**config.mk**
```make
export PLATFORM = sky130hd
export DESIGN_NAME = intel_hex_record_parser_top
export DESIGN_NICKNAME = d
export VERILOG_FILES = /design/src/rtl/core/ihx_pkg.sv /design/src/rtl/core/ihx_datapath.sv /design/src/rtl/core/ihx_ctrl.sv /design/src/rtl/core/intel_hex_record_parser_top.sv
export SDC_FILE = /design/constraint.sdc
export NUM_CORES = 1
export LEC_CHECK = 0
export BUFFER_PORTS_ARGS = -buffer_cell sky130_fd_sc_hd__buf_2
export CAP_MARGIN = 15
export CORE_UTILIZATION = 40
export CTS_BUF_LIST = sky130_fd_sc_hd__clkbuf_8
export CTS_CLUSTER_DIAMETER = 120
export CTS_CLUSTER_SIZE = 40
export DETAILED_ROUTE_END_ITERATION = 10
export GPL_TIMING_DRIVEN = 0
export PLACE_DENSITY = 0.57
export SKIP_CTS_REPAIR_TIMING = 1
export SLEW_MARGIN = 15
export SYNTH_ARGS = -nofsm -noshare
export SYNTH_HDL_FRONTEND = slang
export SYNTH_SLANG_ARGS = --single-unit
```
**constraint.sdc**
```tcl
create_clock -name clk_i -period 8.38 [get_ports clk_i]
set_input_delay 2.095 -clock clk_i [delete_from_list [all_inputs] [get_ports clk_i]]
set_output_delay 2.095 -clock clk_i [all_outputs]
set_load 0.005 [all_outputs]
```
**src/rtl/core/ihx_pkg.sv**
```systemverilog
// Shared types, codes and constants of the Intel HEX record parser.
`default_nettype none

package ihx_pkg;

  localparam int unsigned MaxDataBytesDef = 16;
  localparam int unsigned LineBufferDef   = 256;
  localparam int unsigned MinLine         = 11;

  localparam logic [7:0] CharColon = 8'h3A;
  localparam logic [7:0] CharLf    = 8'h0A;
  localparam logic [7:0] CharCr    = 8'h0D;

  localparam logic [7:0] RecData   = 8'h00;
  localparam logic [7:0] RecEof    = 8'h01;
  localparam logic [7:0] RecExtLin = 8'h04;

  typedef enum logic [1:0] {
    ST_COLLECT,
    ST_DRAIN,
    ST_AFTER_EOF,
    ST_HALT
  } ihx_state_e;

  typedef enum logic [1:0] {
    KIND_DATA  = 2'd0,
    KIND_EOF   = 2'd1,
    KIND_ERROR = 2'd2
  } ihx_kind_e;

  typedef enum logic [3:0] {
    ERR_NONE         = 4'd0,
    ERR_OVERLONG     = 4'd1,
    ERR_NO_COLON     = 4'd2,
    ERR_TOO_SHORT    = 4'd3,
    ERR_NON_HEX      = 4'd4,
    ERR_LEN_MISMATCH = 4'd5,
    ERR_CHECKSUM     = 4'd6,
    ERR_ZERO_LEN     = 4'd7,
    ERR_DATA_LONG    = 4'd8,
    ERR_EOF_LEN      = 4'd9,
    ERR_ADDR_LEN     = 4'd10,
    ERR_BAD_TYPE     = 4'd11,
    ERR_AFTER_EOF    = 4'd12
  } ihx_err_e;

  typedef struct packed {
    logic      char_en;
    logic      line_clr;
    logic      upper_ld;
    logic      drain_start;
    logic      drain_step;
    logic      res_ld;
    ihx_kind_e res_kind;
    ihx_err_e  res_err;
  } ihx_cmd_t;

  typedef struct packed {
    logic     is_newline;
    logic     overlong;
    ihx_err_e line_err;
    logic     rec_data;
    logic     rec_eof;
    logic     drain_last;
    logic     out_busy;
  } ihx_stat_t;

endpackage

`default_nettype wire

```
**src/rtl/core/ihx_datapath.sv**
```systemverilog
// Datapath: line decoding, record fields, data byte store and result register.
`default_nettype none

module ihx_datapath #(
  parameter int unsigned MAX_DATA_BYTES = ihx_pkg::MaxDataBytesDef,
  parameter int unsigned LINE_BUFFER    = ihx_pkg::LineBufferDef
) (
  input  wire logic             clk_i,
  input  wire logic             rst_ni,
  input  wire logic [7:0]       char_code_i,
  input  wire ihx_pkg::ihx_cmd_t cmd_i,
  output ihx_pkg::ihx_stat_t    stat_o,
  output logic                  out_valid_o,
  input  wire logic             out_stall_i,
  output logic [1:0]            kind_o,
  output logic [31:0]           byte_address_o,
  output logic [7:0]            data_byte_o,
  output logic [3:0]            error_code_o,
  output logic                  last_o
);
  import ihx_pkg::*;

  localparam int unsigned StoreDepth = (MAX_DATA_BYTES < 2) ? 2 : MAX_DATA_BYTES;
  localparam int unsigned IdxW       = $clog2(StoreDepth);
  localparam int unsigned CntW       = $clog2(LINE_BUFFER);
  localparam int unsigned CmpW       = (CntW > 8) ? CntW + 1 : 10;

  function automatic logic [4:0] hex_decode(input logic [7:0] c);
    logic [4:0] r;
    r = 5'd0;
    if (c >= 8'h30 && c <= 8'h39) begin
      r = {1'b1, 4'(c - 8'h30)};
    end else if (c >= 8'h41 && c <= 8'h46) begin
      r = {1'b1, 4'(c - 8'h37)};
    end else if (c >= 8'h61 && c <= 8'h66) begin
      r = {1'b1, 4'(c - 8'h57)};
    end
    return r;
  endfunction

  logic [CntW-1:0] cnt_q, cnt_d;
  logic [4:0]      nib_q, nib_d;
  logic [8:0]      pair_q, pair_d;
  logic [7:0]      sum_q, sum_d;
  logic [7:0]      len_q, len_d;
  logic [15:0]     ofs_q, ofs_d;
  logic [7:0]      type_q, type_d;
  logic            colon_q, colon_d;
  logic            nonhex_q, nonhex_d;
  logic            cr_q, cr_d;
  logic [15:0]     upper_q;
  logic [IdxW-1:0] idx_q;
  logic [7:0]      store_q [StoreDepth];

  logic            out_valid_q;
  ihx_kind_e       kind_q;
  logic [31:0]     addr_q;
  logic [7:0]      data_q;
  ihx_err_e        err_q;
  logic            last_q;

  logic [4:0]      hx;
  logic            byte_en;
  logic [7:0]      byte_val;
  logic [8:0]      data_idx;
  logic            store_we;
  logic [CntW-1:0] line_len;
  logic [CmpW-1:0] len_lhs, len_rhs;
  ihx_err_e        line_err;
  logic            drain_last;

  assign hx       = hex_decode(char_code_i);
  assign byte_val = {nib_q[3:0], hx[3:0]};
  assign data_idx = pair_q - 9'd4;
  assign store_we = byte_en && (pair_q >= 9'd4) && (data_idx < 9'(StoreDepth));

  always_comb begin
    cnt_d    = cnt_q;
    nib_d    = nib_q;
    pair_d   = pair_q;
    sum_d    = sum_q;
    len_d    = len_q;
    ofs_d    = ofs_q;
    type_d   = type_q;
    colon_d  = colon_q;
    nonhex_d = nonhex_q;
    cr_d     = cr_q;
    byte_en  = 1'b0;
    if (cmd_i.line_clr) begin
      cnt_d    = '0;
      nib_d    = '0;
      pair_d   = '0;
      sum_d    = '0;
      colon_d  = 1'b0;
      nonhex_d = 1'b0;
      cr_d     = 1'b0;
    end else if (cmd_i.char_en) begin
      // a carriage return not followed by the newline is a bad character
      if (cr_q) begin
        cr_d     = 1'b0;
        nonhex_d = 1'b1;
      end
      if (cnt_q == '0) begin
        if (char_code_i == CharColon) begin
          colon_d = 1'b1;
        end
      end else if (char_code_i == CharCr) begin
        cr_d = 1'b1;
      end else if (!(nonhex_q || cr_q)) begin
        if (!hx[4]) begin
          nonhex_d = 1'b1;
        end else if (nib_q[4]) begin
          byte_en = 1'b1;
          nib_d   = '0;
        end else begin
          nib_d = hx;
        end
      end
      cnt_d = cnt_q + CntW'(1);
    end
    if (byte_en) begin
      sum_d = sum_q + byte_val;
      case (pair_q)
        9'd0:    len_d = byte_val;
        9'd1:    ofs_d = {byte_val, 8'h00};
        9'd2:    ofs_d = {ofs_q[15:8], byte_val};
        9'd3:    type_d = byte_val;
        default: ;
      endcase
      if (pair_q != 9'h1FF) begin
        pair_d = pair_q + 9'd1;
      end
    end
  end

  assign line_len = cnt_q - CntW'(cr_q);
  assign len_lhs  = CmpW'(line_len) - CmpW'(MinLine);
  assign len_rhs  = CmpW'({len_q, 1'b0});

  always_comb begin
    line_err = ERR_NONE;
    if (!colon_q) begin
      line_err = ERR_NO_COLON;
    end else if (CmpW'(line_len) < CmpW'(MinLine)) begin
      line_err = ERR_TOO_SHORT;
    end else if (nonhex_q) begin
      line_err = ERR_NON_HEX;
    end else if (len_lhs != len_rhs) begin
      line_err = ERR_LEN_MISMATCH;
    end else if (sum_q != 8'h00) begin
      line_err = ERR_CHECKSUM;
    end else if (type_q == RecData) begin
      if (len_q == 8'h00) begin
        line_err = ERR_ZERO_LEN;
      end else if (len_q > 8'(MAX_DATA_BYTES)) begin
        line_err = ERR_DATA_LONG;
      end
    end else if (type_q == RecEof) begin
      if (len_q != 8'h00) begin
        line_err = ERR_EOF_LEN;
      end
    end else if (type_q == RecExtLin) begin
      if (len_q != 8'h02) begin
        line_err = ERR_ADDR_LEN;
      end
    end else begin
      line_err = ERR_BAD_TYPE;
    end
  end

  assign drain_last = (9'(idx_q) + 9'd1) == 9'(len_q);

  assign stat_o.is_newline = (char_code_i == CharLf);
  assign stat_o.overlong   = (cnt_q >= CntW'(LINE_BUFFER - 2));
  assign stat_o.line_err   = line_err;
  assign stat_o.rec_data   = (type_q == RecData);
  assign stat_o.rec_eof    = (type_q == RecEof);
  assign stat_o.drain_last = drain_last;
  assign stat_o.out_busy   = out_valid_q && out_stall_i;

  always_ff @(posedge clk_i or negedge rst_ni) begin
    if (!rst_ni) begin
      cnt_q    <= '0;
      nib_q    <= '0;
      pair_q   <= '0;
      sum_q    <= '0;
      len_q    <= '0;
      ofs_q    <= '0;
      type_q   <= '0;
      colon_q  <= 1'b0;
      nonhex_q <= 1'b0;
      cr_q     <= 1'b0;
    end else begin
      cnt_q    <= cnt_d;
      nib_q    <= nib_d;
      pair_q   <= pair_d;
      sum_q    <= sum_d;
      len_q    <= len_d;
      ofs_q    <= ofs_d;
      type_q   <= type_d;
      colon_q  <= colon_d;
      nonhex_q <= nonhex_d;
      cr_q     <= cr_d;
    end
  end

  always_ff @(posedge clk_i) begin
    if (store_we) begin
      store_q[data_idx[IdxW-1:0]] <= byte_val;
    end
  end

  always_ff @(posedge clk_i or negedge rst_ni) begin
    if (!rst_ni) begin
      upper_q     <= '0;
      idx_q       <= '0;
      out_valid_q <= 1'b0;
    end else begin
      if (cmd_i.upper_ld) begin
        upper_q <= {store_q[0], store_q[1]};
      end
      if (cmd_i.drain_start) begin
        idx_q <= '0;
      end else if (cmd_i.drain_step) begin
        idx_q <= idx_q + IdxW'(1);
      end
      out_valid_q <= cmd_i.res_ld || (out_valid_q && out_stall_i);
    end
  end

  always_ff @(posedge clk_i) begin
    if (cmd_i.res_ld) begin
      kind_q <= cmd_i.res_kind;
      if (cmd_i.res_kind == KIND_DATA) begin
        addr_q <= {upper_q, ofs_q} + 32'(idx_q);
        data_q <= store_q[idx_q];
        err_q  <= ERR_NONE;
        last_q <= drain_last;
      end else begin
        addr_q <= '0;
        data_q <= '0;
        err_q  <= cmd_i.res_err;
        last_q <= 1'b1;
      end
    end
  end

  assign out_valid_o    = out_valid_q;
  assign kind_o         = kind_q;
  assign byte_address_o = addr_q;
  assign data_byte_o    = data_q;
  assign error_code_o   = err_q;
  assign last_o         = last_q;

endmodule

`default_nettype wire

```
**src/rtl/core/ihx_ctrl.sv**
```systemverilog
// Controller: run state machine that sequences line checks, byte drain and halt.
`default_nettype none

module ihx_ctrl (
  input  wire logic              clk_i,
  input  wire logic              rst_ni,
  input  wire logic              in_valid_i,
  output logic                   in_stall_o,
  input  wire ihx_pkg::ihx_stat_t stat_i,
  output ihx_pkg::ihx_cmd_t      cmd_o
);
  import ihx_pkg::*;

  ihx_state_e state_q, state_d;
  logic       in_acc;

  assign in_stall_o = stat_i.out_busy || (state_q == ST_DRAIN);
  assign in_acc     = in_valid_i && !in_stall_o;

  always_ff @(posedge clk_i or negedge rst_ni) begin
    if (!rst_ni) begin
      state_q <= ST_COLLECT;
    end else begin
      state_q <= state_d;
    end
  end

  always_comb begin
    state_d = state_q;
    cmd_o   = '0;
    cmd_o.res_kind = KIND_ERROR;
    cmd_o.res_err  = ERR_NONE;
    case (state_q)
      ST_COLLECT: begin
        if (in_acc) begin
          if (stat_i.is_newline) begin
            cmd_o.line_clr = 1'b1;
            if (stat_i.line_err != ERR_NONE) begin
              cmd_o.res_ld  = 1'b1;
              cmd_o.res_err = stat_i.line_err;
              state_d       = ST_HALT;
            end else if (stat_i.rec_data) begin
              cmd_o.drain_start = 1'b1;
              state_d           = ST_DRAIN;
            end else if (stat_i.rec_eof) begin
              cmd_o.res_ld   = 1'b1;
              cmd_o.res_kind = KIND_EOF;
              state_d        = ST_AFTER_EOF;
            end else begin
              cmd_o.upper_ld = 1'b1;
            end
          end else if (stat_i.overlong) begin
            cmd_o.line_clr = 1'b1;
            cmd_o.res_ld   = 1'b1;
            cmd_o.res_err  = ERR_OVERLONG;
            state_d        = ST_HALT;
          end else begin
            cmd_o.char_en = 1'b1;
          end
        end
      end
      ST_DRAIN: begin
        if (!stat_i.out_busy) begin
          cmd_o.drain_step = 1'b1;
          cmd_o.res_ld     = 1'b1;
          cmd_o.res_kind   = KIND_DATA;
          if (stat_i.drain_last) begin
            state_d = ST_COLLECT;
          end
        end
      end
      ST_AFTER_EOF: begin
        if (in_acc) begin
          cmd_o.res_ld  = 1'b1;
          cmd_o.res_err = ERR_AFTER_EOF;
          state_d       = ST_HALT;
        end
      end
      ST_HALT: begin
      end
      default: begin
        state_d = ST_HALT;
      end
    endcase
  end

endmodule

`default_nettype wire

```
**src/rtl/core/intel_hex_record_parser_top.sv**
```systemverilog
// Intel HEX record parser: one character word per cycle, emits data bytes, EOF or error.
// An error or EOF word is in the output register at the edge that takes its
// character; a record's first data byte lands there in the cycle after its newline.
// Throughput: one character per cycle when not stalled; a data record stalls input
// while the byte store drains to the output, one byte a cycle unless the output stalls.
// Reset clears the run state, line state and upper address; after an error the block
// takes and drops every character until reset.
`default_nettype none

module intel_hex_record_parser_top #(
  parameter int unsigned MAX_DATA_BYTES = ihx_pkg::MaxDataBytesDef,
  parameter int unsigned LINE_BUFFER    = ihx_pkg::LineBufferDef
) (
  input  wire logic        clk_i,
  input  wire logic        rst_ni,
  input  wire logic        in_valid_i,
  output logic             in_stall_o,
  input  wire logic [7:0]  char_code_i,
  output logic             out_valid_o,
  input  wire logic        out_stall_i,
  output logic [1:0]       kind_o,
  output logic [31:0]      byte_address_o,
  output logic [7:0]       data_byte_o,
  output logic [3:0]       error_code_o,
  output logic             last_o
);
  import ihx_pkg::*;

  ihx_cmd_t  cmd;
  ihx_stat_t stat;

  ihx_ctrl u_ctrl (
    .clk_i      (clk_i),
    .rst_ni     (rst_ni),
    .in_valid_i (in_valid_i),
    .in_stall_o (in_stall_o),
    .stat_i     (stat),
    .cmd_o      (cmd)
  );

  ihx_datapath #(
    .MAX_DATA_BYTES (MAX_DATA_BYTES),
    .LINE_BUFFER    (LINE_BUFFER)
  ) u_datapath (
    .clk_i          (clk_i),
    .rst_ni         (rst_ni),
    .char_code_i    (char_code_i),
    .cmd_i          (cmd),
    .stat_o         (stat),
    .out_valid_o    (out_valid_o),
    .out_stall_i    (out_stall_i),
    .kind_o         (kind_o),
    .byte_address_o (byte_address_o),
    .data_byte_o    (data_byte_o),
    .error_code_o   (error_code_o),
    .last_o         (last_o)
  );

  a_data_no_err: assert property (@(posedge clk_i) disable iff (!rst_ni)
    out_valid_o && (kind_o == KIND_DATA) |-> (error_code_o == ERR_NONE))
    else $error("data word carries an error code");

  a_err_last: assert property (@(posedge clk_i) disable iff (!rst_ni)
    out_valid_o && (kind_o == KIND_ERROR) |-> last_o && (error_code_o != ERR_NONE))
    else $error("error word not final or without code");

  a_halt_silent: assert property (@(posedge clk_i) disable iff (!rst_ni)
    out_valid_o && !out_stall_i && (kind_o == KIND_ERROR) |=> !out_valid_o)
    else $error("word emitted after error");

  a_drain_stall: assert property (@(posedge clk_i) disable iff (!rst_ni)
    cmd.drain_step |-> in_stall_o && !cmd.char_en)
    else $error("input taken during byte drain");

endmodule

`default_nettype wire
```
==> impl_metrics.env <==
export IMPL_maxSlewViolCount=0
export IMPL_setup_slack_ns=2.85
export IMPL_drtIter0Drc=589
export IMPL_die_y_microns=181
export IMPL_final_cell_mix="175 x edfxtp_1, 88 x dfrtp_1, 68 x nor2_1"
export IMPL_crit_path_cell_trace="buf_2, or4_1, clkbuf_1, o22ai_2, and2_1, clkbuf_1, nor2_1, nor3_2, buf_6, buf_4, buf_4, buf_4"
export IMPL_multi_input_area_sq_mm=0.00503
export IMPL_cp_required_ns=8.66
export IMPL_synthesis_nets=976
export IMPL_end_kind="register"
export IMPL_cts_clk_slew_worst_paths_ns=0.23
export IMPL_areaGrowthSynthToFinish_pct=8.62
export IMPL_hold_class="reg -> reg"
export IMPL_port_buffers=60
export IMPL_die_area_sq_mm=0.0327
export IMPL_min_period_over_period_pct=66.0
export IMPL_netlist_area_sq_mm=0.0128
export IMPL_fin_skew_ns=0.0387
export IMPL_fin_cells=1415
export IMPL_clkPwrFrac_pct=17.2
export IMPL_power_total_mw=3.10
export IMPL_pwr_share_comb_pct=31.3
export IMPL_via_per_inst=5.44
export IMPL_async_reset_ff_share_pct=33.5
export IMPL_fillCellCount=2857
export IMPL_power_density_mw_per_mm2=223
export IMPL_fin_crit_ns=5.53
export IMPL_seqPwrFrac_pct=51.6
export IMPL_dp_hpwl_microns=19600
export IMPL_seq_area_sq_mm=0.00746
export IMPL_clock_root_buffer="clkbuf_8"
export IMPL_insertion_delay_ns=0.57
export IMPL_postSynthAreaPerCell_sq_um=13.7
export IMPL_grtUsageTotal_pct=17.3
export IMPL_gp_congestion=0.826
export IMPL_worst_pin_slew_ns=1.05
export IMPL_final_common_cell="edfxtp_1"
export IMPL_fin_util_pct=44.1
export IMPL_slowest_stage="nor3_2"
export IMPL_grt_pass1_vias=7753
export IMPL_p_sw_share_pct=31.8
export IMPL_die_width_microns=181
export IMPL_grt_max_degree=48
export IMPL_antenna_found_initial=0
export IMPL_max_stage_delay_ns=0.57
export IMPL_hold_viol=0
export IMPL_syn_inst=931
export IMPL_critPathLaunchType="primary input"
export IMPL_worstSetupPathType="in -> reg"
export IMPL_reg2reg_slack_ns=3.57
export IMPL_boundaryPins=61
export IMPL_fin_tns_setup_ns=0
export IMPL_placed_cells=1399
export IMPL_pre_cts_slack_ns=2.25
export IMPL_max_freq_ghz=0.181
export IMPL_drtPass1Iterations=5
export IMPL_drc=0
export IMPL_cts_sinks=263
export IMPL_ys_flop_type="edfxtp_1"
export IMPL_yosys_warnings=0
export IMPL_rows=65
export IMPL_nNetsFinal=1054
export IMPL_cts_tree="yes"
export IMPL_diodes=0
export IMPL_htreeDepth=1
export IMPL_drive_above_1_share_pct=19.6
export IMPL_outcome="complete, no violations"
export IMPL_grt_overflow=0
export IMPL_cp_max_fo=12
export IMPL_cp_arrival_ns=5.81
export IMPL_p_int_mw=2.11
export IMPL_wl_per_cell_microns=19.6
export IMPL_vias=7691
export IMPL_cts_buffers=10
export IMPL_setup_viol_count_final=0
export IMPL_rsz0062_at_grt="false"
export IMPL_vdd_ir_drop_max_v=0.000117
export IMPL_drt_wl_total_microns=27700
export IMPL_drt_antenna_violating_nets=0
export IMPL_leakagePower_nw=5.13
export IMPL_synth_cell_type_count=90
export IMPL_core_area_sq_mm=0.0315
export IMPL_start_util_pct=40.6
export IMPL_grt_pass1_wl_microns=44200
export IMPL_p_sw_uw=985
export IMPL_drv_cap=0
export IMPL_cpMostUsedCell="buf_4"
export IMPL_clockBufferDepth=3
export IMPL_synth_edf_count=175
export IMPL_yosysSeqAreaShare_pct=58.3
export IMPL_slew_headroom_pct=30.0
export IMPL_ys_ff_latch=263
==> final timing paths <==
path	startpoint	endpoint	depth (start not counted)
worst max-delay path	char_code_i[4]	u_datapath.data_byte_o[4]	12
worst min-delay path	u_datapath.pair_q[7]	u_datapath.pair_q[7]	1
worst max register to register	u_datapath.cnt_q[0]	u_datapath.data_byte_o[4]	16
worst min register to register	u_datapath.pair_q[7]	u_datapath.pair_q[7]	1
max in group asynchronous	rst_ni	u_datapath.pair_q[8]	2
min in group asynchronous	rst_ni	u_ctrl.state_q[0]	1
==> per-stage QoR <==
stage	area (sq um)	hold WS, ns
CTS	13900	0.525
global route	13900	0.548
finish	13900	0.520
global placement	13600	0.485
detailed placement	13700	0.495
floorplan	12800	0.460
==> cells by family (layout without fill, tap and decap cells) <==
logic type,count (synthesis),after routing,share of synthesized area [%]
fa+ha+maj,33,33,3.35
flops,263,263,58.3
xor+xnor,56,56,3.89
simple gates,280,280,12.3
buf+inv,72,154,2.52
mux,90,90,11.7
compound gates,137,137,7.94
==> per-layer routing <==
metal  GRT usage (%)  part of all wire (%)  vias up
met3            1.45                   2.9       18
met5               0                     0        -
met4            3.38                   1.3        0
met1            24.2                    47     3856
li1                -                     -     3679
met2            29.7                    49      138
==> worst max-delay path, delay by kind of cell <==
family | cells | cell delay (ns)
buf+inv | 7 | 1.68
simple gates | 4 | 1.46
compound gates | 1 | 0.56
==> final cells by class <==
cell class | instances | area share [%]
multi-input cells | 596 | 36.2
plain buffers | 37 | 1.36
clock buffers | 11 | 1.09
well taps | 402 | 3.62
flip-flops and latches | 263 | 53.7
inverters | 35 | 0.964
repair buffers | 66 | 2.70
clock inverters | 5 | 0.414
==> flip-flops by register name, summed over array words and instances, names as in the netlist <==
signal,cells
u_datapath.store_q,128
u_datapath.byte_address_o,32
u_datapath.ofs_q,16
u_datapath.upper_q,16
u_datapath.pair_q,9
u_datapath.cnt_q,8
u_datapath.data_byte_o,8
u_datapath.len_q,8
u_datapath.sum_q,8
u_datapath.type_q,8
u_datapath.nib_q,5
u_datapath.error_code_o,4
u_datapath.idx_q,4
u_ctrl.state_q,2
u_datapath.kind_o,2
u_datapath.colon_q,1
u_datapath.cr_q,1
u_datapath.last_o,1
u_datapath.nonhex_q,1
u_datapath.out_valid_o,1
==> cells in the mapped netlist, drive strengths merged, types with 25 or more instances <==
master  count  area share (%)
xor2       31             2.1
nor2       71             2.1
inv        35             1.0
a21oi      25            0.98
o21ai      34             1.4
nand2      37             1.1
mux2       43             4.1
nand3      34             1.3
xnor2      25             1.8
dfrtp      88              17
ha         31             3.0
mux4       40             7.0
edfxtp    175              41
==> power groups by stage <==
| stage | clock [mW] | combinational [mW] | sequential (mW) |
|---|---|---|---|
| 3_5_place_dp | 0 | 0.980 | 1.63 |
| 5_1_grt | 0.586 | 1.06 | 1.61 |
| 4_1_cts | 0.549 | 0.983 | 1.60 |
| 6_report | 0.532 | 0.969 | 1.60 |
| 3_3_place_gp | 0 | 0.949 | 1.64 |
| 2_1_floorplan | 0 | 0.643 | 1.64 |
Power figures use the tool's default switching activity.
